### src/frame_animation_sequencer_core_assert.svh
// Assertion helpers used by the sequencer RTL.
`ifndef FRAME_ANIMATION_SEQUENCER_CORE_ASSERT_SVH
`define FRAME_ANIMATION_SEQUENCER_CORE_ASSERT_SVH

// same-cycle implication
`define FAS_ASSERT_IMPL(label, clk, rst, ante, cons, msg) \
  label: assert property (@(posedge clk) disable iff (rst) (ante) |-> (cons)) \
    else $error(msg);

// next-cycle implication
`define FAS_ASSERT_NEXT(label, clk, rst, ante, cons, msg) \
  label: assert property (@(posedge clk) disable iff (rst) (ante) |=> (cons)) \
    else $error(msg);

`endif

### src/fas_pkg.sv
package fas_pkg;

  localparam int MAX_FRAMES  = 16;
  localparam int DELAY_BITS  = 16;
  localparam int FRAME_BITS  = $clog2(MAX_FRAMES);
  localparam int FCOUNT_BITS = 5;
  localparam int MODE_BITS   = 2;
  localparam int CMD_BITS    = 3;

  localparam logic [CMD_BITS-1:0] CMD_TICK  = 3'd0;
  localparam logic [CMD_BITS-1:0] CMD_PLAY  = 3'd1;
  localparam logic [CMD_BITS-1:0] CMD_LOOP  = 3'd2;
  localparam logic [CMD_BITS-1:0] CMD_STOP  = 3'd3;
  localparam logic [CMD_BITS-1:0] CMD_PAUSE = 3'd4;
  localparam logic [CMD_BITS-1:0] CMD_WRITE = 3'd5;

  localparam logic [MODE_BITS-1:0] MODE_STOPPED = 2'd0;
  localparam logic [MODE_BITS-1:0] MODE_ONCE    = 2'd1;
  localparam logic [MODE_BITS-1:0] MODE_LOOP    = 2'd2;

  typedef struct packed {
    logic [3:0]  current_frame;
    logic [1:0]  play_mode;
    logic [15:0] delay_left;
  } res_t;

endpackage

### src/fas_if.sv
interface fas_cmd_if;
  logic        valid;
  logic        ready;
  logic [2:0]  command;
  logic [3:0]  frame_index;
  logic [15:0] delay_value;

  modport source (output valid, output command, output frame_index,
                  output delay_value, input ready);
  modport sink (input valid, input command, input frame_index,
                input delay_value, output ready);
endinterface

interface fas_res_if;
  logic        valid;
  logic        ready;
  logic [3:0]  current_frame;
  logic [1:0]  play_mode;
  logic [15:0] delay_left;

  modport source (output valid, output current_frame, output play_mode,
                  output delay_left, input ready);
  modport sink (input valid, input current_frame, input play_mode,
                input delay_left, output ready);
endinterface

### src/fas_ram.sv
module fas_ram #(
  parameter int WIDTH = 16,
  parameter int DEPTH = 16
) (
  input  logic                     clk,
  input  logic                     we,
  input  logic [$clog2(DEPTH)-1:0] waddr,
  input  logic [WIDTH-1:0]         wdata,
  input  logic                     re,
  input  logic [$clog2(DEPTH)-1:0] raddr,
  output logic [WIDTH-1:0]         rdata
);

  logic [WIDTH-1:0] mem [DEPTH];

  always_ff @(posedge clk) begin
    if (we) begin
      mem[waddr] <= wdata;
    end
    if (re) begin
      rdata <= mem[raddr];
    end
  end

endmodule

### src/fas_seq.sv
`include "frame_animation_sequencer_core_assert.svh"

module fas_seq import fas_pkg::*; (
  input  logic                   clk,
  input  logic                   rst,
  fas_cmd_if.sink                cmd,
  input  logic [FCOUNT_BITS-1:0] frame_count,
  output logic                   res_valid,
  input  logic                   res_take,
  output res_t                   res
);

  logic [FRAME_BITS-1:0] frame_pos, frame_pos_next;
  logic [MODE_BITS-1:0]  mode, mode_next;
  logic [DELAY_BITS-1:0] delay_count, delay_next;
  logic [DELAY_BITS-1:0] delay_base, ram_val;
  logic [FRAME_BITS-1:0] last_frame;
  logic [MAX_FRAMES-1:0] valid_bits;
  logic                  pend, rd_valid, s1_valid, in_fire;
  logic                  rd_req, wr_req;
  logic [FRAME_BITS-1:0] raddr, waddr;
  logic [DELAY_BITS-1:0] wdata, rdata;

  assign in_fire   = cmd.valid & cmd.ready;
  assign cmd.ready = ~s1_valid | res_take;
  assign res_valid = s1_valid;

  // entries never written read as one
  assign ram_val    = rd_valid ? rdata : DELAY_BITS'(1);
  // a reload issued by the previous item lands from the table this cycle
  assign delay_base = pend ? ram_val : delay_count;

  // the state itself is the result of the item held in stage one
  assign res.current_frame = frame_pos;
  assign res.play_mode     = mode;
  assign res.delay_left    = delay_base;

  always_comb begin
    if (frame_count == '0) begin
      last_frame = '0;
    end else if (frame_count > FCOUNT_BITS'(MAX_FRAMES)) begin
      last_frame = FRAME_BITS'(MAX_FRAMES - 1);
    end else begin
      last_frame = FRAME_BITS'(frame_count - FCOUNT_BITS'(1));
    end
  end

  always_comb begin
    frame_pos_next = frame_pos;
    mode_next      = mode;
    delay_next     = delay_base;
    rd_req         = 1'b0;
    raddr          = '0;
    wr_req         = 1'b0;
    waddr          = cmd.frame_index;
    wdata          = (cmd.delay_value == '0) ? DELAY_BITS'(1) : cmd.delay_value;
    case (cmd.command)
      CMD_TICK: begin
        if (mode != MODE_STOPPED) begin
          if (delay_base != '0) begin
            delay_next = delay_base - DELAY_BITS'(1);
          end else if (frame_pos >= last_frame) begin
            if (mode == MODE_LOOP) begin
              frame_pos_next = '0;
              rd_req         = 1'b1;
            end else begin
              mode_next = MODE_STOPPED;
            end
          end else begin
            frame_pos_next = frame_pos + FRAME_BITS'(1);
            raddr          = frame_pos + FRAME_BITS'(1);
            rd_req         = 1'b1;
          end
        end
      end
      CMD_PLAY: begin
        mode_next      = MODE_ONCE;
        frame_pos_next = '0;
        rd_req         = 1'b1;
      end
      CMD_LOOP: begin
        mode_next      = MODE_LOOP;
        frame_pos_next = '0;
      end
      CMD_STOP: begin
        mode_next      = MODE_STOPPED;
        frame_pos_next = '0;
      end
      CMD_PAUSE: begin
        mode_next = MODE_STOPPED;
      end
      CMD_WRITE: begin
        wr_req = ({1'b0, cmd.frame_index} < (FRAME_BITS+1)'(MAX_FRAMES));
      end
      default: begin
      end
    endcase
  end

  always_ff @(posedge clk) begin
    if (rst) begin
      frame_pos   <= '0;
      mode        <= MODE_STOPPED;
      delay_count <= '0;
      pend        <= 1'b0;
      valid_bits  <= '0;
      s1_valid    <= 1'b0;
    end else begin
      if (in_fire) begin
        frame_pos   <= frame_pos_next;
        mode        <= mode_next;
        delay_count <= delay_next;
        pend        <= rd_req;
        if (wr_req) begin
          valid_bits[waddr] <= 1'b1;
        end
      end else if (pend) begin
        delay_count <= ram_val;
        pend        <= 1'b0;
      end
      if (in_fire) begin
        s1_valid <= 1'b1;
      end else if (res_take) begin
        s1_valid <= 1'b0;
      end
    end
  end

  always_ff @(posedge clk) begin
    if (in_fire && rd_req) begin
      rd_valid <= valid_bits[raddr];
    end
  end

  fas_ram #(
    .WIDTH (DELAY_BITS),
    .DEPTH (MAX_FRAMES)
  ) u_table (
    .clk   (clk),
    .we    (in_fire & wr_req),
    .waddr (waddr),
    .wdata (wdata),
    .re    (in_fire & rd_req),
    .raddr (raddr),
    .rdata (rdata)
  );

  `FAS_ASSERT_IMPL(a_reload_nonzero, clk, rst, pend, ram_val != '0, "reload delay is zero")
  `FAS_ASSERT_IMPL(a_pend_has_result, clk, rst, pend, s1_valid, "reload with no item held")
  `FAS_ASSERT_NEXT(a_stop_rewinds, clk, rst, in_fire && cmd.command == CMD_STOP, frame_pos == '0 && mode == MODE_STOPPED, "stop did not rewind")

endmodule

### src/fas_res_stage.sv
module fas_res_stage import fas_pkg::*; (
  input  logic     clk,
  input  logic     rst,
  input  logic     in_valid,
  output logic     in_take,
  input  res_t     in_data,
  fas_res_if.source res
);

  logic out_valid;
  res_t out_data;

  assign in_take           = ~out_valid | res.ready;
  assign res.valid         = out_valid;
  assign res.current_frame = out_data.current_frame;
  assign res.play_mode     = out_data.play_mode;
  assign res.delay_left    = out_data.delay_left;

  always_ff @(posedge clk) begin
    if (rst) begin
      out_valid <= 1'b0;
    end else if (in_valid && in_take) begin
      out_valid <= 1'b1;
    end else if (res.ready) begin
      out_valid <= 1'b0;
    end
  end

  always_ff @(posedge clk) begin
    if (in_valid && in_take) begin
      out_data <= in_data;
    end
  end

endmodule

### src/frame_animation_sequencer_core.sv
// Sprite frame sequencer: each command item (tick, play, loop, stop, pause,
// write delay) yields one result item with the frame shown, the play mode and
// the ticks left. One item is taken every clock cycle while the result path
// is not held back by res.ready; a result passes the state registers, which
// load at the accepting edge, and then the output register. The per-frame
// delay table sits in a 16-entry RAM with a registered read port; a reload
// read by one item is forwarded straight into the next, so no stall arises.
// Table entries read as one until written, so no clearing pass follows reset.
// frame_count may be written only while no item is in flight.
module frame_animation_sequencer_core import fas_pkg::*; (
  input  logic                   clk,
  input  logic                   rst,
  fas_cmd_if.sink                cmd,
  fas_res_if.source              res,
  input  logic                   cfg_valid,
  output logic                   cfg_ready,
  input  logic [FCOUNT_BITS-1:0] cfg_data
);

  logic [FCOUNT_BITS-1:0] frame_count;
  logic                   s1_valid, s1_take;
  res_t                   s1_data;

  assign cfg_ready = 1'b1;

  always_ff @(posedge clk) begin
    if (rst) begin
      frame_count <= FCOUNT_BITS'(1);
    end else if (cfg_valid) begin
      frame_count <= cfg_data;
    end
  end

  fas_seq u_seq (
    .clk         (clk),
    .rst         (rst),
    .cmd         (cmd),
    .frame_count (frame_count),
    .res_valid   (s1_valid),
    .res_take    (s1_take),
    .res         (s1_data)
  );

  fas_res_stage u_res (
    .clk      (clk),
    .rst      (rst),
    .in_valid (s1_valid),
    .in_take  (s1_take),
    .in_data  (s1_data),
    .res      (res)
  );

endmodule
### src/flat_wrapper.sv
// flat-port wrapper written by rule: the top's interface ports become plain ports
module frame_animation_sequencer_core_flat import fas_pkg::*;
  (clk, rst, cfg_valid, cfg_ready, cfg_data, cmd_valid, cmd_command, cmd_frame_index, cmd_delay_value, cmd_ready, res_valid, res_current_frame, res_play_mode, res_delay_left, res_ready);
  fas_cmd_if cmd_i ();
  fas_res_if res_i ();
  input  logic clk;
  input  logic rst;
  input  logic cfg_valid;
  output logic cfg_ready;
  input  logic [FCOUNT_BITS-1:0] cfg_data;
  input wire logic [$bits(cmd_i.valid)-1:0] cmd_valid;
  input wire logic [$bits(cmd_i.command)-1:0] cmd_command;
  input wire logic [$bits(cmd_i.frame_index)-1:0] cmd_frame_index;
  input wire logic [$bits(cmd_i.delay_value)-1:0] cmd_delay_value;
  output wire logic [$bits(cmd_i.ready)-1:0] cmd_ready;
  output wire logic [$bits(res_i.valid)-1:0] res_valid;
  output wire logic [$bits(res_i.current_frame)-1:0] res_current_frame;
  output wire logic [$bits(res_i.play_mode)-1:0] res_play_mode;
  output wire logic [$bits(res_i.delay_left)-1:0] res_delay_left;
  input wire logic [$bits(res_i.ready)-1:0] res_ready;
  assign cmd_i.valid = cmd_valid;
  assign cmd_i.command = cmd_command;
  assign cmd_i.frame_index = cmd_frame_index;
  assign cmd_i.delay_value = cmd_delay_value;
  assign cmd_ready = cmd_i.ready;
  assign res_valid = res_i.valid;
  assign res_current_frame = res_i.current_frame;
  assign res_play_mode = res_i.play_mode;
  assign res_delay_left = res_i.delay_left;
  assign res_i.ready = res_ready;
  frame_animation_sequencer_core u_core (.clk(clk), .rst(rst), .cmd(cmd_i), .res(res_i), .cfg_valid(cfg_valid), .cfg_ready(cfg_ready), .cfg_data(cfg_data));
endmodule
### config.mk
export PLATFORM = sky130hd
export DESIGN_NAME = frame_animation_sequencer_core_flat
export DESIGN_NICKNAME = d
export VERILOG_FILES = /design/src/fas_pkg.sv /design/src/fas_if.sv /design/src/fas_ram.sv /design/src/fas_seq.sv /design/src/fas_res_stage.sv /design/src/frame_animation_sequencer_core.sv /design/src/flat_wrapper.sv
export VERILOG_INCLUDE_DIRS = /design/src /design/src/src
export SDC_FILE = /design/constraint.sdc
export NUM_CORES = 1
export LEC_CHECK = 0
export ABC_AREA = 1
export BUFFER_PORTS_ARGS = -buffer_cell sky130_fd_sc_hd__buf_4
export CAP_MARGIN = 10
export CORE_MARGIN = 10
export CORE_UTILIZATION = 31
export DETAILED_ROUTE_END_ITERATION = 12
export GPL_TIMING_DRIVEN = 0
export PLACE_DENSITY = 0.52
export SLEW_MARGIN = 20
export SYNTH_ARGS = -nofsm -noshare
export SYNTH_HDL_FRONTEND = slang
export SYNTH_SLANG_ARGS = --single-unit
### constraint.sdc
create_clock -name clk -period 2.9 [get_ports clk]
set_clock_uncertainty 0.1 [all_clocks]
set_input_delay 0.145 -clock clk [delete_from_list [all_inputs] [get_ports clk]]
set_output_delay 0.145 -clock clk [all_outputs]
set_load 0.01 [all_outputs]
# Word level (Yosys, flattened, before mapping)
# Memories as Yosys holds them, arrays and structs flattened. A register that Yosys moved wholly into a read port is not among the register bits.
# Cells that the tools add are included.
[op_classes]
addsub = 3
eq_ne = 11
shifts = 0
n_reduce_logical = 18
n_mux = 39
bitwise_logic = 9
multipliers = 0
div_mod_pow = 0
n_lt_le_gt_ge = 5
[op_table]
columns = ["op", "count"]
rows = [
  ["$mux W16", 7],
  ["$mux W4", 10],
  ["$logic_not A16 Y1", 1],
  ["$or A16 B16 Y16", 1],
  ["$reduce_bool A16 Y1", 1],
  ["$sub A16 B1 Y16 const B", 1],
  ["$mux W1", 13],
  ["$lt A4 B5 Y1 const B", 2],
  ["$mux W2", 4],
  ["$ne A2 B2 Y1 const B", 4],
  ["$pmux W2 S4", 1],
  ["$pmux W4 S2", 1],
  ["$reduce_bool A2 Y1", 4],
  ["$eq A3 B2 Y1 const B", 2],
  ["$eq A3 B3 Y1 const B", 2],
  ["$reduce_and A6 Y1", 1],
  ["$gt A5 B5 Y1 const B", 1],
  ["$logic_not A5 Y1", 1],
  ["$reduce_and A5 Y1", 1],
  ["$add A4 B1 Y4 const B", 1],
  ["$bmux W1 S4", 1],
  ["$demux W1 S4", 1],
  ["$ge A4 B1 Y1 const B", 1],
  ["$ge A4 B4 Y1", 1],
  ["14 further kinds", 22],
]
[word_totals]
input_bits = 33
latch_bits = 0
ramBits = 256
out_inout_bits = 25
n_memories = 1
ff_bits = 69
romBits = 0
[mem_list]
columns = ["name", "depth", "width", "rd", "rd_ports_with_merged_regs", "write_ports", "line_no", "rtl"]
rows = [
  ["u_core.u_seq.u_table.mem", 16, 16, 1, 1, 1, "fas_ram.sv:14", "logic [WIDTH-1:0] mem [DEPTH];"],
]

# Longest topological paths before layout
# Gate-level depths: netlist of the first run.
[depth]
depth_word = 10
mapped_depth = 21
ltp_nobuf = 19

# Cells and area by module
# Synthesis of the first run repeated with hierarchy kept, for this count alone.
[unflattened]
hier_cells = 1558
area_unflattened_um2 = 15346.0
[modules_own_cells]
columns = ["mod", "cells_each", "instances", "seq_area_each_um2", "area_each_um2"]
rows = [
  ["fas_ram", 1074, 1, 8167.8, 11541.1],
  ["fas_seq", 423, 1, 830.8, 2869.0],
  ["fas_res_stage", 28, 1, 680.7, 708.2],
  ["frame_animation_sequencer_core", 33, 1, 100.1, 227.7],
]

# Worst setup path after synthesis of the first run
# OpenSTA, ideal clock, no wires.
[synth_path]
path_kind = "reg-to-reg"
startpoint = "register u_core.frame_count[0]"
endpoint = "register u_core.u_seq.rd_valid, enable pin"
setup_slack_ns = -0.294
path_buffers = 0
synth_period_minus_slack_ns = 3.194
path_stages_with_launch = 15
t_required_ns = 2.410
arrival_ns = 2.703
setup_time_ns = 0.390
path_cell_list = "dfxtp_1 inv_1 ha_1 nand2_1 o21ai_0 inv_1 o21ai_0 ha_1 a21oi_1 nand3_1 o21ai_0 nand2_1 nor2_1 a21oi_1 nor2_1"
[synth_via]
elab_chain_cells = 9
[synth_rtl]
columns = ["element", "line_no", "rtl"]
rows = [
  ["start: declaration", "frame_animation_sequencer_core.sv:20", "logic [FCOUNT_BITS-1:0] frame_count;"],
  ["start signal: assignment", "frame_animation_sequencer_core.sv:30", "frame_count <= cfg_data;"],
  ["$sub A4 B1 Y4 / $gt A5 B5 Y1 (equally long branches)", "fas_seq.sv:44, fas_seq.sv:41", ""],
  ["$mux W4", "fas_seq.sv:41", "end else if (frame_count > FCOUNT_BITS'(MAX_FRAMES)) begin"],
  ["$mux W4 (*)", "fas_seq.sv:39", "if (frame_count == '0) begin"],
  ["$ge A4 B4 Y1 (*)", "fas_seq.sv:62", "end else if (frame_pos >= last_frame) begin"],
  ["$mux W1 (*)", "fas_seq.sv:62", ""],
  ["$mux W1 (*)", "fas_seq.sv:60", "if (delay_base != '0) begin"],
  ["$mux W1 (*)", "fas_seq.sv:59", "if (mode != MODE_STOPPED) begin"],
  ["$pmux W1 S2 (*)", "fas_seq.sv:57", "case (cmd.command)"],
  ["$logic_and A1 B1 Y1 (*)", "fas_seq.sv:130", "if (in_fire && rd_req) begin"],
  ["end signal: assignment", "fas_seq.sv:131", "rd_valid <= valid_bits[raddr];"],
  ["end: declaration", "fas_seq.sv:19", "logic pend, rd_valid, s1_valid, in_fire;"],
]
# Every way passes the cells marked *; elsewhere a longest branch is shown, timed or not.
# A chain may end at the register's enable or synchronous reset.

# Worst setup path in the final report of the first run
[layout_path]
startpoint = "register u_core.frame_count[0]"
endpoint = "register u_core.u_seq.u_table.rdata[8], read port of u_core.u_seq.u_table.mem (data pin)"
[layout_via]
elab_chain_cells = 9
[layout_rtl]
columns = ["element", "line_no", "rtl"]
rows = [
  ["$sub A4 B1 Y4 / $gt A5 B5 Y1 (equally long branches)", "fas_seq.sv:44, fas_seq.sv:41", ""],
  ["$mux W4", "fas_seq.sv:41", ""],
  ["$mux W4 (*)", "fas_seq.sv:39", ""],
  ["$ge A4 B4 Y1 (*)", "fas_seq.sv:62", ""],
  ["$mux W1", "fas_seq.sv:62", ""],
  ["$mux W1", "fas_seq.sv:60", ""],
  ["$mux W1", "fas_seq.sv:59", ""],
  ["$pmux W1 S2", "fas_seq.sv:57", ""],
  ["$and A1 B1 Y1", "fas_seq.sv:143", ".re (in_fire & rd_req),"],
  ["end: declaration", "fas_ram.sv:11", "output logic [WIDTH-1:0] rdata"],
]
# Marked as above.

==> results_tabular.tex, run 1 <==
\begin{tabular}{lr}
\hline
Metric & Value \\
\hline
\multicolumn{2}{l}{\textbf{Logic synthesis}} \\
Dominant synthesized flop cell & sky130\_fd\_sc\_hd\_\_edfxtp\_1 \\
Top cell type by total area after synthesis & sky130\_fd\_sc\_hd\_\_edfxtp\_1 \\
Seq cells post-synth & 341 \\
Cell Area, Synth & 15350 um\^{}2 \\
Main combinational cell family by area after synthesis & simple AND/OR/NAND/NOR gates \\
Top post-synthesis cells by count & 345 x sky130\_fd\_sc\_hd\_\_nand2\_1, 295 x sky130\_fd\_sc\_hd\_\_edfxtp\_1, 210 x sky130\_fd\_sc\_hd\_\_nand3\_1 \\
EDFF count, synth & 295 \\
Synthesized Nets & 1578 \\
Number of distinct library cell variants in the gate-level netlist after synthesis & 36 \\
Most frequent cell after synthesis & sky130\_fd\_sc\_hd\_\_nand2\_1 \\
Post-synthesis mux area share & 0\% \\
Fraction of post-synthesis cell area in the top cell type by area & 57.73\% \\
Async S/R FF share, synth & 0\% \\
Post-synthesis simple-gate area fraction & 25.30\% \\
Share of the synthesized netlist area taken by xor and xnor gates & 0.1712\% \\
Fraction of the mapped netlist area in adder cells & 0.5707\% \\
Compound-Gate Fraction of Synth Area & 1.810\% \\
Mean post-synth cell area & 9.978 um\^{}2 \\
Cells taking the most area after synthesis & sky130\_fd\_sc\_hd\_\_edfxtp\_1 58\%, sky130\_fd\_sc\_hd\_\_nand2\_1 8.4\%, sky130\_fd\_sc\_hd\_\_nand3\_1 6.8\%, sky130\_fd\_sc\_hd\_\_dfxtp\_1 6.0\%, sky130\_fd\_sc\_hd\_\_nand4\_1 5.0\% \\
Number of warnings printed during yosys synthesis & 0 \\
Proportion of synthesized chip area in sequential cells & 63.73\% \\
Cells after synthesis & 1538 \\
\multicolumn{2}{l}{\textbf{CTS}} \\
Clock edge transition at the registers on the reported setup and hold paths & 0.06 ns \\
Latest clock arrival within the worst-skew pair & 0.54 ns \\
Root buffer selected by CTS & sky130\_fd\_sc\_hd\_\_clkbuf\_16 \\
Number of buffers inserted during clock tree synthesis & 37 \\
Total clock sinks & 341 \\
TritonCTS clock tree & done \\
Total number of H-tree levels & 2 \\
Max clock buf depth & 3 \\
\multicolumn{2}{l}{\textbf{Timing}} \\
Slew Limit Headroom & 25.17\% \\
Worst-Margin Slew & 1.122 ns \\
Post-layout minimum cycle time & 3.291 ns \\
Unrepaired setup endpoints after global routing & true \\
Count of final hold-check violations & 0 \\
Worst slack on hold paths & 0.04234 ns \\
Setup TNS Final & -5.949 ns \\
Final cycle utilization of the critical path & 113.5\% \\
Setup slack after layout & -0.3907 ns \\
Achievable Freq & 303.9 MHz \\
Final number of max-transition violations & 0 \\
Count of endpoints failing setup in the final report & 17 \\
\multicolumn{2}{l}{\textbf{Drt}} \\
Overall via count from detail\_route & 11501 \\
Iteration-0 DRC count of the detailed router & 879 \\
Initial DRT Pass Iterations & 5 \\
Per-cell routed wire length & 19.08 um \\
Wirelength, routed & 45330 um \\
Post-detailed-route count of antenna-violating nets & 0 \\
Via/cell ratio & 4.840 \\
Remaining design rule violation count & 0 \\
\multicolumn{2}{l}{\textbf{Place}} \\
Instance area after placement & 16880 um\^{}2 \\
Setup Slack @ Placement & -1.216 ns \\
Port buffer count & 55 \\
HPWL after detailed placement & 30750 um \\
Final weighted congestion of routability-driven global placement & 0.8957 \\
\multicolumn{2}{l}{\textbf{Finish}} \\
Filler cell count & 4727 \\
Final cell area excluding filler cells & 19640 um\^{}2 \\
Synthesis-to-layout area growth & 27.97\% \\
Post-layout utilization of the core & 40.12\% \\
Number of nets at the end of the flow & 1722 \\
Share of layout cells above drive strength 1 & 25.20\% \\
\multicolumn{2}{l}{\textbf{Setup path}} \\
Crit path from & u\_core.frame\_count[0]\$\_SDFFE\_PP1P\_ \\
Classification of the worst setup path & reg -> reg \\
Setup slack of the worst register-to-register path & -0.39 ns \\
Origin of the critical flop-to-flop path & u\_core.frame\_count[0]\$\_SDFFE\_PP1P\_ \\
Arrival time at the worst endpoint & 3.57 ns \\
Nature of the critical path startpoint & flip-flop \\
Maximum fanout encountered on the critical timing path & 7 \\
Required time at the endpoint of the critical path & 3.18 ns \\
Capture point of the worst path & u\_core.u\_seq.u\_table.rdata[8]\$\_DFFE\_PP\_ \\
Worst reg2reg path endpoint & u\_core.u\_seq.u\_table.rdata[8]\$\_DFFE\_PP\_ \\
Worst reg2reg path depth & 22 \\
Crit end category & flip-flop \\
\multicolumn{2}{l}{\textbf{Global route}} \\
Maximum number of pins on one net before global-route repair & 18 \\
GRT Util Overall & 15.15\% \\
Initial antenna violation count & 0 \\
Grt ovf & 0 \\
First-pass GRT wire length & 68600 um \\
Via count of the first global-routing pass & 11416 \\
\multicolumn{2}{l}{\textbf{Floorplanning}} \\
Placement row count & 81 \\
Initial standard-cell utilization of the core & 31.35\% \\
Chip height & 242.5 um \\
I/O pin count & 58 \\
Floorplan die area & 58800 um\^{}2 \\
Area of the core & 48950 um\^{}2 \\
Die outline width & 242.5 um \\
\multicolumn{2}{l}{\textbf{Pwr}} \\
Reported leakage power & 7.868 nW \\
Maximum ir drop on the vdd rail & 0.3365 mV \\
Total power divided by cell area & 583.3 nW/um\^{}2 \\
\multicolumn{2}{l}{\textbf{Run}} \\
Max-Cap Viols & 0 \\
\multicolumn{2}{l}{\textbf{Outcome}} \\
Run status & finished, violations left \\
Violations in the final reports & negative setup slack \\
\multicolumn{2}{l}{\textbf{Min path}} \\
Class of the tightest hold or removal check & in -> reg \\
\hline
\end{tabular}
## layout by cell type, fill, tap and decap left out, types with 7 or more instances in the layout
master | netlist | routed
sky130_fd_sc_hd__edfxtp_1 | 295 | 295
sky130_fd_sc_hd__dfxtp_1 | 46 | 44
sky130_fd_sc_hd__clkbuf_1 | 36 | 25
sky130_fd_sc_hd__nand3_2 | 3 | 56
sky130_fd_sc_hd__buf_8 | 0 | 15
sky130_fd_sc_hd__clkbuf_2 | 0 | 9
sky130_fd_sc_hd__nand2_2 | 15 | 61
sky130_fd_sc_hd__clkbuf_4 | 0 | 8
sky130_fd_sc_hd__buf_2 | 50 | 30
sky130_fd_sc_hd__nor3_1 | 13 | 11
sky130_fd_sc_hd__nand2_4 | 2 | 7
sky130_fd_sc_hd__buf_4 | 7 | 76
sky130_fd_sc_hd__buf_6 | 8 | 23
sky130_fd_sc_hd__clkbuf_16 | 0 | 40
sky130_fd_sc_hd__nand4_1 | 123 | 123
sky130_fd_sc_hd__inv_1 | 193 | 189
sky130_fd_sc_hd__inv_2 | 4 | 7
sky130_fd_sc_hd__clkbuf_8 | 0 | 8
sky130_fd_sc_hd__nor2_1 | 101 | 82
sky130_fd_sc_hd__nand3_1 | 210 | 138
sky130_fd_sc_hd__o21ai_0 | 21 | 18
sky130_fd_sc_hd__a21oi_1 | 25 | 23
sky130_fd_sc_hd__buf_12 | 0 | 7
sky130_fd_sc_hd__nand3_4 | 0 | 19
sky130_fd_sc_hd__dlygate4sd3_1 | 0 | 12
sky130_fd_sc_hd__nand2_1 | 345 | 294
sky130_fd_sc_hd__nor2_2 | 5 | 22
sky130_fd_sc_hd__bufinv_16 | 0 | 9
## state kept, by name, indices dropped and copies added, names as in the netlist
register and count:
u_core.u_seq.u_table.mem 256, u_core.u_res.res.delay_left 16, u_core.u_seq.delay_count 16, u_core.u_seq.u_table.rdata 16, u_core.u_seq.valid_bits 16, u_core.frame_count 5
u_core.u_res.res.current_frame 4, u_core.u_seq.frame_pos 4, u_core.u_res.res.play_mode 2, u_core.u_seq.mode 2, u_core.u_res.res.valid 1, u_core.u_seq.pend 1
u_core.u_seq.rd_valid 1, u_core.u_seq.res_valid 1
## routing by layer
metal	part of all wire [%]	track usage, %
met5	0	0
met4	3.2	6.029
met3	7.4	3.031
met2	45	23.60
met1	44	20.30
## power by group
group	leakage [nW]	internal, W	total [W]	switching [W]
registers	3.04	0.00537	0.00539	0.0000243
clock network	0.648	0.00323	0.00518	0.00195
logic	4.18	0.000273	0.000881	0.000608
total	7.87	0.00887	0.0115	0.00258
## layout make-up
type / instances / area [um^2] / area share (%)
diodes: 2 / 5.005 / 0.02549
plain buffers: 105 / 800.8 / 4.078
clock buffers: 47 / 993.5 / 5.059
clock inverters: 20 / 327.8 / 1.669
inverters: 198 / 753.2 / 3.836
multi-input cells: 894 / 5077 / 25.86
flip-flops and latches: 341 / 9782 / 49.81
well taps: 664 / 830.8 / 4.231
repair buffers: 105 / 1067 / 5.435
## worst min path at each step
stage	from	endpoint	slack (ns)	cells past startpoint
final	rst	u_core.u_seq.pend$_SDFF_PP0_	0.04	2
after global routing	rst	u_core.u_seq.pend$_SDFF_PP0_	0.09	2
after CTS	rst	u_core.u_seq.pend$_SDFF_PP0_	0.04	2
after detailed placement	cfg_valid	u_core.frame_count[0]$_SDFFE_PP1P_	0.28	2
after global placement	cfg_valid	u_core.frame_count[0]$_SDFFE_PP1P_	0.27	2
after floorplan	cfg_valid	u_core.frame_count[0]$_SDFFE_PP1P_	0.15	1
## timing repair
item / CTS / global route
hold buffers: 12 / 0
endpoints found under the hold margin: 10 / 0
gates resized for setup: 222 / 44
endpoints found under the setup margin: 61 / 41
buffers inserted: 11 / 2
cloned: 6 / 1
pin swaps: 62 / 20
## logic make-up (layout without fill, tap and decap cells)
logic type	count (synthesis)	count (layout)
buffers and inverters	303	475
AND/OR/NAND/NOR	830	830
adder cells (fa/ha/maj)	7	7
XOR/XNOR	3	3
flip-flops	341	341
other	1	3
AO/OA/AOI/OAI	53	53
## worst max-delay path: stages, from the launching register on
cell and delay, ns:
sky130_fd_sc_hd__dfxtp_2 0.32, sky130_fd_sc_hd__inv_2 0.08, sky130_fd_sc_hd__ha_4 0.15, sky130_fd_sc_hd__nand2_4 0.06, sky130_fd_sc_hd__o21ai_4 0.16, sky130_fd_sc_hd__inv_2 0.05
sky130_fd_sc_hd__o21ai_2 0.16, sky130_fd_sc_hd__ha_4 0.23, sky130_fd_sc_hd__nand2_2 0.06, sky130_fd_sc_hd__inv_2 0.04, sky130_fd_sc_hd__nand2_2 0.07, sky130_fd_sc_hd__nand4_1 0.21
sky130_fd_sc_hd__nor2_4 0.18, sky130_fd_sc_hd__buf_6 0.12, sky130_fd_sc_hd__nand3_4 0.13, sky130_fd_sc_hd__buf_12 0.19, sky130_fd_sc_hd__buf_12 0.15, sky130_fd_sc_hd__clkbuf_16 0.16
sky130_fd_sc_hd__nand2_1 0.07, sky130_fd_sc_hd__nand3_2 0.09, sky130_fd_sc_hd__nand3_2 0.11, sky130_fd_sc_hd__nand3_2 0.10, sky130_fd_sc_hd__nand2_2 0.12
## metrics by stage
stage / instances / total power, W
2_1_floorplan: 1538 / 0.005942
3_3_place_gp: 2257 / 0.006236
3_5_place_dp: 2275 / 0.006256
4_1_cts: 2371 / 0.01153
5_1_grt: 2374 / 0.01184
6_report: 2376 / 0.01146
Note: power is estimated with default switching activity, not from simulation.
==> run 2: changes to the inputs <==
- SYNTH_HIERARCHICAL: default -> 1
==> run 2 against run 1 <==
  * The run still ends with negative setup slack left
  * Combinational power down 30%
  * Synthesized cell count up 1.3%
  * Sequential share of layout area down 1.3 points
  * Core utilization up 1.0 points
  * Die area unchanged
  * Setup slack better by 0.010 ns
  * Sequential power about the same
  * Synthesized area unchanged
  * Critical path depth unchanged
  * Clock power down 7.3%
  * First-iteration DRC count up 7.6%
  * Maximum frequency up 0.32%
  * Largest cell class unchanged
==> results_tabular.tex, run 2 <==
\begin{tabular}{lr}
\hline
Metric & Value \\
\hline
\multicolumn{2}{l}{\textbf{Timing}} \\
Final number of max-transition violations & 0 (unchanged) \\
Unrepaired setup endpoints after global routing & true \\
Slew Limit Headroom & 19.16\% (-6.0 points) \\
Post-layout minimum cycle time & 3.280 ns (-0.01042 ns) \\
Count of endpoints failing setup in the final report & 29 (+12) \\
Count of final hold-check violations & 0 (unchanged) \\
Worst slack on hold paths & 0.1499 ns (+0.1076 ns) \\
Achievable Freq & 304.8 MHz (+0.32\%) \\
Worst-Margin Slew & 1.213 ns (+0.09021 ns) \\
Setup slack after layout & -0.3803 ns (+0.01042 ns) \\
Final cycle utilization of the critical path & 113.1\% (-0.36 points) \\
\multicolumn{2}{l}{\textbf{CTS}} \\
Root buffer selected by CTS & sky130\_fd\_sc\_hd\_\_clkbuf\_16 \\
Number of buffers inserted during clock tree synthesis & 38 (+2.7\%) \\
Clock edge transition at the registers on the reported setup and hold paths & 0.06 ns (about the same) \\
Max clock buf depth & 3 (unchanged) \\
Total clock sinks & 341 (unchanged) \\
TritonCTS clock tree & done \\
Total number of H-tree levels & 2 (unchanged) \\
Latest clock arrival within the worst-skew pair & 0.55 ns (about the same) \\
\multicolumn{2}{l}{\textbf{Floorplanning}} \\
Placement row count & 81 (unchanged) \\
Die outline width & 242.5 um (unchanged) \\
Floorplan die area & 58800 um\^{}2 (unchanged) \\
Chip height & 242.5 um (unchanged) \\
Initial standard-cell utilization of the core & 31.35\% (unchanged) \\
Area of the core & 48950 um\^{}2 (unchanged) \\
I/O pin count & 58 (unchanged) \\
\multicolumn{2}{l}{\textbf{Outcome}} \\
Run status & finished, violations left \\
Violations in the final reports & negative setup slack \\
\multicolumn{2}{l}{\textbf{Drt}} \\
Overall via count from detail\_route & 11243 (-2.2\%) \\
Iteration-0 DRC count of the detailed router & 946 (+7.6\%) \\
Post-detailed-route count of antenna-violating nets & 0 (unchanged) \\
Via/cell ratio & 4.634 (-4.3\%) \\
Wirelength, routed & 44330 um (-2.2\%) \\
Remaining design rule violation count & 0 (unchanged) \\
Initial DRT Pass Iterations & 6 (+1) \\
Per-cell routed wire length & 18.27 um (-4.2\%) \\
\multicolumn{2}{l}{\textbf{Setup path}} \\
Nature of the critical path startpoint & flip-flop \\
Arrival time at the worst endpoint & 3.58 ns (about the same) \\
Worst reg2reg path endpoint & u\_core/u\_seq/u\_table/rdata[7]\$\_DFFE\_PP\_ \\
Crit path from & u\_core/frame\_count[0]\$\_SDFFE\_PP1P\_ \\
Origin of the critical flop-to-flop path & u\_core/frame\_count[0]\$\_SDFFE\_PP1P\_ \\
Maximum fanout encountered on the critical timing path & 10 (+3) \\
Required time at the endpoint of the critical path & 3.20 ns (+0.02 ns) \\
Worst reg2reg path depth & 22 (unchanged) \\
Classification of the worst setup path & reg -> reg \\
Crit end category & flip-flop \\
Capture point of the worst path & u\_core/u\_seq/u\_table/rdata[7]\$\_DFFE\_PP\_ \\
Setup slack of the worst register-to-register path & -0.38 ns (about the same) \\
\multicolumn{2}{l}{\textbf{Finish}} \\
Number of nets at the end of the flow & 1777 (+3.2\%) \\
Most common cell after layout, fill and taps aside & sky130\_fd\_sc\_hd\_\_nand2\_1 \\
Biggest register & u\_core/u\_seq/u\_table/mem \\
Synthesis-to-layout area growth & 31.28\% \\
Number of flip-flops in the largest register & 256 (unchanged) \\
Final non-filler cell total & 2426 (+2.1\%) \\
Inserted Diodes & 0 (-2) \\
Leading cell types in the layout, fill and taps excluded & 368 x sky130\_fd\_sc\_hd\_\_nand2\_1, 295 x sky130\_fd\_sc\_hd\_\_edfxtp\_1, 254 x sky130\_fd\_sc\_hd\_\_inv\_1, 153 x sky130\_fd\_sc\_hd\_\_nand3\_1, 90 x sky130\_fd\_sc\_hd\_\_buf\_4 \\
Share of layout cells above drive strength 1 & 25.43\% (+0.22 points) \\
\multicolumn{2}{l}{\textbf{Logic synthesis}} \\
Cells taking the most area after synthesis & sky130\_fd\_sc\_hd\_\_edfxtp\_1 58\%, sky130\_fd\_sc\_hd\_\_nand2\_1 10\%, sky130\_fd\_sc\_hd\_\_nand3\_1 7.6\%, sky130\_fd\_sc\_hd\_\_inv\_1 6.4\%, sky130\_fd\_sc\_hd\_\_dfxtp\_1 6.0\% \\
Number of distinct library cell variants in the gate-level netlist after synthesis & 41 (+14\%) \\
Async S/R FF share, synth & 0\% (unchanged) \\
Number of warnings printed during yosys synthesis & 6 (+6) \\
Fraction of post-synthesis cell area in the top cell type by area & 57.73\% (unchanged) \\
Cell Area, Synth & 15350 um\^{}2 (unchanged) \\
Mean post-synth cell area & 9.850 um\^{}2 (-1.3\%) \\
Dominant synthesized flop cell & sky130\_fd\_sc\_hd\_\_edfxtp\_1 \\
Synthesized Nets & 1598 (+1.3\%) \\
Most frequent cell after synthesis & sky130\_fd\_sc\_hd\_\_nand2\_1 \\
Cells after synthesis & 1558 (+1.3\%) \\
Top post-synthesis cells by count & 413 x sky130\_fd\_sc\_hd\_\_nand2\_1, 295 x sky130\_fd\_sc\_hd\_\_edfxtp\_1, 263 x sky130\_fd\_sc\_hd\_\_inv\_1 \\
Proportion of synthesized chip area in sequential cells & 63.73\% (unchanged) \\
EDFF count, synth & 295 (unchanged) \\
Seq cells post-synth & 341 (unchanged) \\
Top cell type by total area after synthesis & sky130\_fd\_sc\_hd\_\_edfxtp\_1 \\
\multicolumn{2}{l}{\textbf{Place}} \\
Port buffer count & 55 (unchanged) \\
Placed Instances & 2292 (+0.75\%) \\
HPWL after detailed placement & 29110 um (-5.3\%) \\
Setup Slack @ Placement & -1.100 ns (+0.1159 ns) \\
Final weighted congestion of routability-driven global placement & 0.8531 (-4.8\%) \\
\multicolumn{2}{l}{\textbf{Global route}} \\
GRT Util Overall & 14.50\% (-0.65 points) \\
Initial antenna violation count & 0 (unchanged) \\
Maximum number of pins on one net before global-route repair & 23 (+5) \\
Via count of the first global-routing pass & 10837 (-5.1\%) \\
First-pass GRT wire length & 65880 um (-4.0\%) \\
Grt ovf & 0 (unchanged) \\
\multicolumn{2}{l}{\textbf{Pwr}} \\
Total chip power & 0.01080 W (-5.7\%) \\
Reported leakage power & 8.342 nW (+6.0\%) \\
Total power divided by cell area & 536.0 nW/um\^{}2 (-8.1\%) \\
Maximum ir drop on the vdd rail & 0.3373 mV (+0.23\%) \\
\multicolumn{2}{l}{\textbf{Run}} \\
Max-Cap Viols & 0 (unchanged) \\
\multicolumn{2}{l}{\textbf{Min path}} \\
Class of the tightest hold or removal check & in -> reg \\
\hline
\end{tabular}
run 2: changes by cell type after synthesis, moves of 9 or more:
cell / before / now
sky130_fd_sc_hd__nand4_1: 123 / 16
sky130_fd_sc_hd__buf_4: 7 / 19
sky130_fd_sc_hd__buf_2: 50 / 20
sky130_fd_sc_hd__o21ai_0: 21 / 9
sky130_fd_sc_hd__nand3_1: 210 / 233
sky130_fd_sc_hd__nor2_1: 101 / 72
sky130_fd_sc_hd__nand2_1: 345 / 413
sky130_fd_sc_hd__inv_1: 193 / 263
sky130_fd_sc_hd__nand2_4: 2 / 11
run 2: logic make-up (layout without fill, tap and decap cells):
family / count (synthesis) / after routing / share of synthesized area (%)
AND/OR/NAND/NOR: 795 / 795 / 23.63
buffers and inverters: 348 / 552 / 9.588
flip-flops: 341 / 341 / 63.73
AO/OA/AOI/OAI: 62 / 62 / 2.234
adder cells (fa/ha/maj): 7 / 7 / 0.5707
XOR/XNOR: 4 / 4 / 0.2283
other: 1 / 1 / 0.02444
run 2: layout make-up:
| type | instances | area [um^2] |
|---|---|---|
| Fill cell | 4689 | 28800 |
| Sequential cell | 341 | 9782 |
| Inverter | 270 | 1049 |
| Buffer | 77 | 792.0 |
| Timing Repair Buffer | 140 | 1490 |
| Multi-Input combinational cell | 869 | 4984 |
| Clock buffer | 51 | 1062 |
| Tap cell | 664 | 830.8 |
| Clock inverter | 14 | 157.7 |
run 2: worst min-delay path by stage:
stage                        startpoint                                        end  slack (ns)  depth (start not counted)
floorplan                           rst        u_core/u_res/res.valid$_SDFFE_PP0P_        0.11                          1
global route         cmd_delay_value[5]  u_core/u_seq/u_table/mem[11][5]$_DFFE_PP_        0.14                          2
detailed placement                  rst        u_core/u_res/res.valid$_SDFFE_PP0P_        0.25                          2
CTS                 cmd_delay_value[13]  u_core/u_seq/u_table/mem[9][13]$_DFFE_PP_        0.23                          2
finish               cmd_delay_value[5]  u_core/u_seq/u_table/mem[10][5]$_DFFE_PP_        0.15                          2
global placement                    rst        u_core/u_res/res.valid$_SDFFE_PP0P_        0.25                          2
run 2: layer usage:
metal | up-vias | global-route usage (%) | routed length (um)
met5 | - | 0 | 0
met4 | 0 | 4.365 | 1331
met3 | 77 | 2.469 | 2849
met1 | 5369 | 19.61 | 19780
met2 | 380 | 23.33 | 20360
li1 | 5417 | - | -
run 2: timing repair:
item / in CTS / in global routing
hold buffers: 23 / 0
setup endpoints to repair: 272 / 175
pin swaps: 46 / 36
buffers inserted: 21 / 14
endpoints found under the hold margin: 30 / 0
cloned: 6 / 6
gates resized for setup: 184 / 111
run 2: worst max-delay path, cell delays in order (launching register included):
cell and delay, ns:
sky130_fd_sc_hd__dfxtp_2 0.33, sky130_fd_sc_hd__inv_2 0.07, sky130_fd_sc_hd__ha_4 0.14, sky130_fd_sc_hd__nand2_4 0.06, sky130_fd_sc_hd__nor3_4 0.16, sky130_fd_sc_hd__inv_2 0.07, sky130_fd_sc_hd__a21boi_2 0.20, sky130_fd_sc_hd__ha_4 0.23
sky130_fd_sc_hd__nand2_2 0.07, sky130_fd_sc_hd__inv_2 0.04, sky130_fd_sc_hd__nand2_2 0.06, sky130_fd_sc_hd__nand4_1 0.19, sky130_fd_sc_hd__nor2_4 0.19, sky130_fd_sc_hd__nand3_4 0.13, sky130_fd_sc_hd__inv_8 0.12, sky130_fd_sc_hd__inv_8 0.05
sky130_fd_sc_hd__buf_12 0.14, sky130_fd_sc_hd__buf_4 0.18, sky130_fd_sc_hd__nand2_1 0.06, sky130_fd_sc_hd__nand3_1 0.12, sky130_fd_sc_hd__nand3_1 0.13, sky130_fd_sc_hd__nand3_2 0.13, sky130_fd_sc_hd__nand2_2 0.12
run 2: stage by stage:
step | setup TNS [ns] | cell area [um^2] | util, %
CTS | -5.350 | 19440 | 39.72
global placement | -228.02 | 16670 | 34.06
finish | -5.626 | 20150 | 41.16
global route | -10.29 | 20150 | 41.16
detailed placement | -64.19 | 16920 | 34.56
floorplan | -0.006602 | 15430 | -
run 2: report_power, final:
part           internal [W]  total (W)  leakage (nW)  switching (W)
Combinational      0.000234   0.000614          4.70       0.000380
Clock               0.00284    0.00480         0.598        0.00196
Sequential          0.00536    0.00538          3.04      0.0000187
==> run 3: changes to the inputs <==
- CORE_UTILIZATION: 31 -> 56
- PLACE_DENSITY: 0.52 -> 0.81
- SYNTH_HIERARCHICAL: 1 -> default
==> run 3 against run 2 <==
  * The flow still finishes with violations (negative setup slack)
  * Non-clock buffer count fell by 6
  * Core utilization rose by 29 points
  * Clock power fell by 4%
  * Die area fell by 41%
  * Cell area fell by 5.9%
  * Combinational power rose by 44%
  * Maximum frequency fell by 3.7%
  * Sequential share of layout area rose by 3.0 points
  * Register-to-register slack got worse by 0.12 ns
  * Sequential power barely moved
  * Clock-buffer cell count rose by 1
  * First-iteration DRC count rose by 78%
  * Critical path type unchanged
  * Largest cell class unchanged
==> results_tabular.tex, run 3 (synthesized netlist as in run 1, its figures left out) <==
\begin{tabular}{lr}
\hline
Metric & Value \\
\hline
\multicolumn{2}{l}{\textbf{Setup path}} \\
Origin of the critical flop-to-flop path & u\_core.frame\_count[0]\$\_SDFFE\_PP1P\_ \\
Arrival time at the worst endpoint & 3.58 ns (about the same) \\
Buffers plus inverters on the worst setup path & 8 (+1) \\
Largest delay contributor family on the critical path & simple AND/OR/NAND/NOR gates \\
List of cells traversed by the critical path & inv\_2 > ha\_4 > nand2\_4 > o21ai\_4 > inv\_1 > o21ai\_1 > ha\_1 > nand2\_1 > inv\_2 > nand2\_2 > nand4\_1 > nor2\_4 > buf\_6 > buf\_8 > buf\_12 > buf\_6 > buf\_6 > nand4\_1 > nand3\_1 > nand3\_1 > nand3\_2 > nand2\_1 \\
Maximum fanout encountered on the critical timing path & 6 (-4) \\
Crit path from & u\_core.frame\_count[0]\$\_SDFFE\_PP1P\_ \\
Crit end category & flip-flop \\
Cell type of the slowest stage on the worst timing path & sky130\_fd\_sc\_hd\_\_dfxtp\_2 \\
Required time at the endpoint of the critical path & 3.07 ns (-0.13 ns) \\
Classification of the worst setup path & reg -> reg \\
Most Frequent Cell on Critical Path & sky130\_fd\_sc\_hd\_\_buf\_6 \\
Worst stage delay on the critical path & 0.33 ns (about the same) \\
Nature of the critical path startpoint & flip-flop \\
Setup slack of the worst register-to-register path & -0.50 ns (-0.12 ns) \\
\multicolumn{2}{l}{\textbf{Finish}} \\
Most common cell after layout, fill and taps aside & sky130\_fd\_sc\_hd\_\_nand2\_1 \\
Number of flip-flops in the largest register & 256 (unchanged) \\
Leading cell types in the layout, fill and taps excluded & 329 x sky130\_fd\_sc\_hd\_\_nand2\_1, 295 x sky130\_fd\_sc\_hd\_\_edfxtp\_1, 190 x sky130\_fd\_sc\_hd\_\_inv\_1, 142 x sky130\_fd\_sc\_hd\_\_nand3\_1, 123 x sky130\_fd\_sc\_hd\_\_nand4\_1 \\
Number of nets at the end of the flow & 1722 (-3.1\%) \\
Inserted Diodes & 0 (unchanged) \\
Final non-filler cell total & 2051 (-15\%) \\
Biggest register & u\_core.u\_seq.u\_table.mem \\
Share of layout cells above drive strength 1 & 22.63\% (-2.8 points) \\
Synthesis-to-layout area growth & 23.52\% \\
\multicolumn{2}{l}{\textbf{Global route}} \\
Maximum number of pins on one net before global-route repair & 18 (-22\%) \\
GRT Util Overall & 25.79\% (+11 points) \\
First-pass GRT wire length & 67510 um (+2.5\%) \\
Initial antenna violation count & 0 (unchanged) \\
Grt ovf & 0 (unchanged) \\
Via count of the first global-routing pass & 11954 (+10\%) \\
\multicolumn{2}{l}{\textbf{Timing}} \\
Post-layout minimum cycle time & 3.405 ns (+0.1243 ns) \\
Slew Limit Headroom & 24.78\% (+5.6 points) \\
Worst-Margin Slew & 1.128 ns (-0.08436 ns) \\
Final number of max-transition violations & 0 (unchanged) \\
Unrepaired setup endpoints after global routing & true \\
Final cycle utilization of the critical path & 117.4\% (+4.3 points) \\
Count of final hold-check violations & 0 (unchanged) \\
Achievable Freq & 293.7 MHz (-3.7\%) \\
Setup slack after layout & -0.5046 ns (-0.1243 ns) \\
Count of endpoints failing setup in the final report & 17 (-41\%) \\
\multicolumn{2}{l}{\textbf{Pwr}} \\
Part of the power in combinational logic & 8.1\% (+2.4 points) \\
Switching fraction of total power & 23.06\% (+1.2 points) \\
Total power divided by cell area & 574.1 nW/um\^{}2 (+7.1\%) \\
Share of total power in sequential cells & 49.6\% (-0.2 points) \\
Reported leakage power & 7.804 nW (-6.5\%) \\
Net switching component of the power & 0.002510 W (+6.3\%) \\
Fraction of power consumed by the clock network & 42.3\% (-2.2 points) \\
Maximum ir drop on the vdd rail & 0.4983 mV (+48\%) \\
Internal power & 0.008373 W (-0.77\%) \\
Total chip power & 0.01088 W (+0.78\%) \\
\multicolumn{2}{l}{\textbf{CTS}} \\
Total clock sinks & 341 (unchanged) \\
Max clock buf depth & 3 (unchanged) \\
Total number of H-tree levels & 2 (unchanged) \\
Root buffer selected by CTS & sky130\_fd\_sc\_hd\_\_clkbuf\_16 \\
TritonCTS clock tree & done \\
Latest clock arrival within the worst-skew pair & 0.52 ns (-0.03 ns) \\
Number of buffers inserted during clock tree synthesis & 36 (-5.3\%) \\
Clock edge transition at the registers on the reported setup and hold paths & 0.06 ns (about the same) \\
\multicolumn{2}{l}{\textbf{Drt}} \\
Overall via count from detail\_route & 12349 (+9.8\%) \\
Initial DRT Pass Iterations & 11 (+5) \\
Iteration-0 DRC count of the detailed router & 1684 (+78\%) \\
Remaining design rule violation count & 0 (unchanged) \\
Wirelength, routed & 45330 um (+2.3\%) \\
Post-detailed-route count of antenna-violating nets & 0 (unchanged) \\
Via/cell ratio & 6.021 (+30\%) \\
Per-cell routed wire length & 22.10 um (+21\%) \\
\multicolumn{2}{l}{\textbf{Outcome}} \\
Run status & finished, violations left \\
Violations in the final reports & negative setup slack \\
\multicolumn{2}{l}{\textbf{Run}} \\
Max-Cap Viols & 0 (unchanged) \\
\multicolumn{2}{l}{\textbf{Floorplanning}} \\
Floorplan die area & 34430 um\^{}2 (-41\%) \\
Chip height & 185.5 um (-23\%) \\
Area of the core & 26950 um\^{}2 (-45\%) \\
I/O pin count & 58 (unchanged) \\
Initial standard-cell utilization of the core & 56.94\% (+26 points) \\
Die outline width & 185.5 um (-23\%) \\
Placement row count & 60 (-26\%) \\
\multicolumn{2}{l}{\textbf{Min path}} \\
Class of the tightest hold or removal check & in -> reg \\
Launch instance of the worst min-delay path & rst \\
\multicolumn{2}{l}{\textbf{Place}} \\
Port buffer count & 55 (unchanged) \\
Placed Instances & 1947 (-15\%) \\
Final weighted congestion of routability-driven global placement & 0.9449 (+11\%) \\
HPWL after detailed placement & 27930 um (-4.0\%) \\
Setup Slack @ Placement & -1.044 ns (+0.05650 ns) \\
\hline
\end{tabular}
[run 3: cell count changes in the layout (fill, tap and decap cells not counted), moves of 13 or more]
| cell | delta |
|---|---|
| sky130_fd_sc_hd__buf_2 | +32 |
| sky130_fd_sc_hd__buf_6 | -16 |
| sky130_fd_sc_hd__dlygate4sd3_1 | -13 |
| sky130_fd_sc_hd__inv_1 | -64 |
| sky130_fd_sc_hd__nand2_1 | -39 |
| sky130_fd_sc_hd__nand2_2 | -27 |
| sky130_fd_sc_hd__nand2_4 | -13 |
| sky130_fd_sc_hd__nand4_1 | +107 |
| sky130_fd_sc_hd__nor2_1 | +29 |
| sky130_fd_sc_hd__nor2_4 | -14 |
[run 3: through the flow]
stage / hold WS, ns / util (%) / area (um^2) / TNS, ns
3_5_place_dp: 0.2671 / 60.93 / 16420 / -47.04
6_report: 0.04962 / 70.33 / 18960 / -7.218
2_1_floorplan: 0.1454 / - / 15350 / 0
5_1_grt: 0.04669 / 70.33 / 18960 / -8.981
3_3_place_gp: 0.2549 / 60.07 / 16190 / -182.32
4_1_cts: 0.02363 / 69.54 / 18740 / -5.174
[run 3: path summary, 6_finish.rpt]
kind,endpoint,cells past startpoint
min reg2reg,u_core.u_res.res.play_mode[1]$_DFFE_PP_,0
max reg2reg,u_core.u_seq.u_table.rdata[1]$_DFFE_PP_,22
max,u_core.u_seq.u_table.rdata[1]$_DFFE_PP_,22
min,u_core.u_seq.pend$_SDFF_PP0_,2
[run 3: layout make-up]
cell class,instances,area (um^2)
timing repair buffer,106,1117
tap,341,426.7
inverter,198,750.7
fill,1767,7995
multi-input combinational,894,4921
clock inverter,14,125.1
clock buffer,52,1064
buffer,105,770.7
sequential,341,9781
[run 3: repair_timing]
action / CTS / global route
cloned: 8 / 1
hold buffers: 10 / 0
gates resized for setup: 173 / 40
endpoints found under the hold margin: 10 / 0
endpoints found under the setup margin: 225 / 165
pin swaps: 53 / 37
setup buffers: 18 / 1
[run 3: power groups by stage]
stage          sequential [W]  clock, W  combinational (W)
2_1_floorplan         0.00550         0           0.000445
3_3_place_gp          0.00549         0           0.000699
3_5_place_dp          0.00550         0           0.000728
4_1_cts               0.00539   0.00458           0.000829
5_1_grt               0.00540   0.00479           0.000934
6_report              0.00539   0.00460           0.000884
[run 3: routing by layer]
metal  up-vias  part of all wire [%]  global-route usage, %
met5         -                     0                      0
met4         0                   5.5                  12.77
met3       178                    12                  5.381
met2       879                    47                  41.93
met1      5786                    36                  32.19
li1       5506                     -                      -
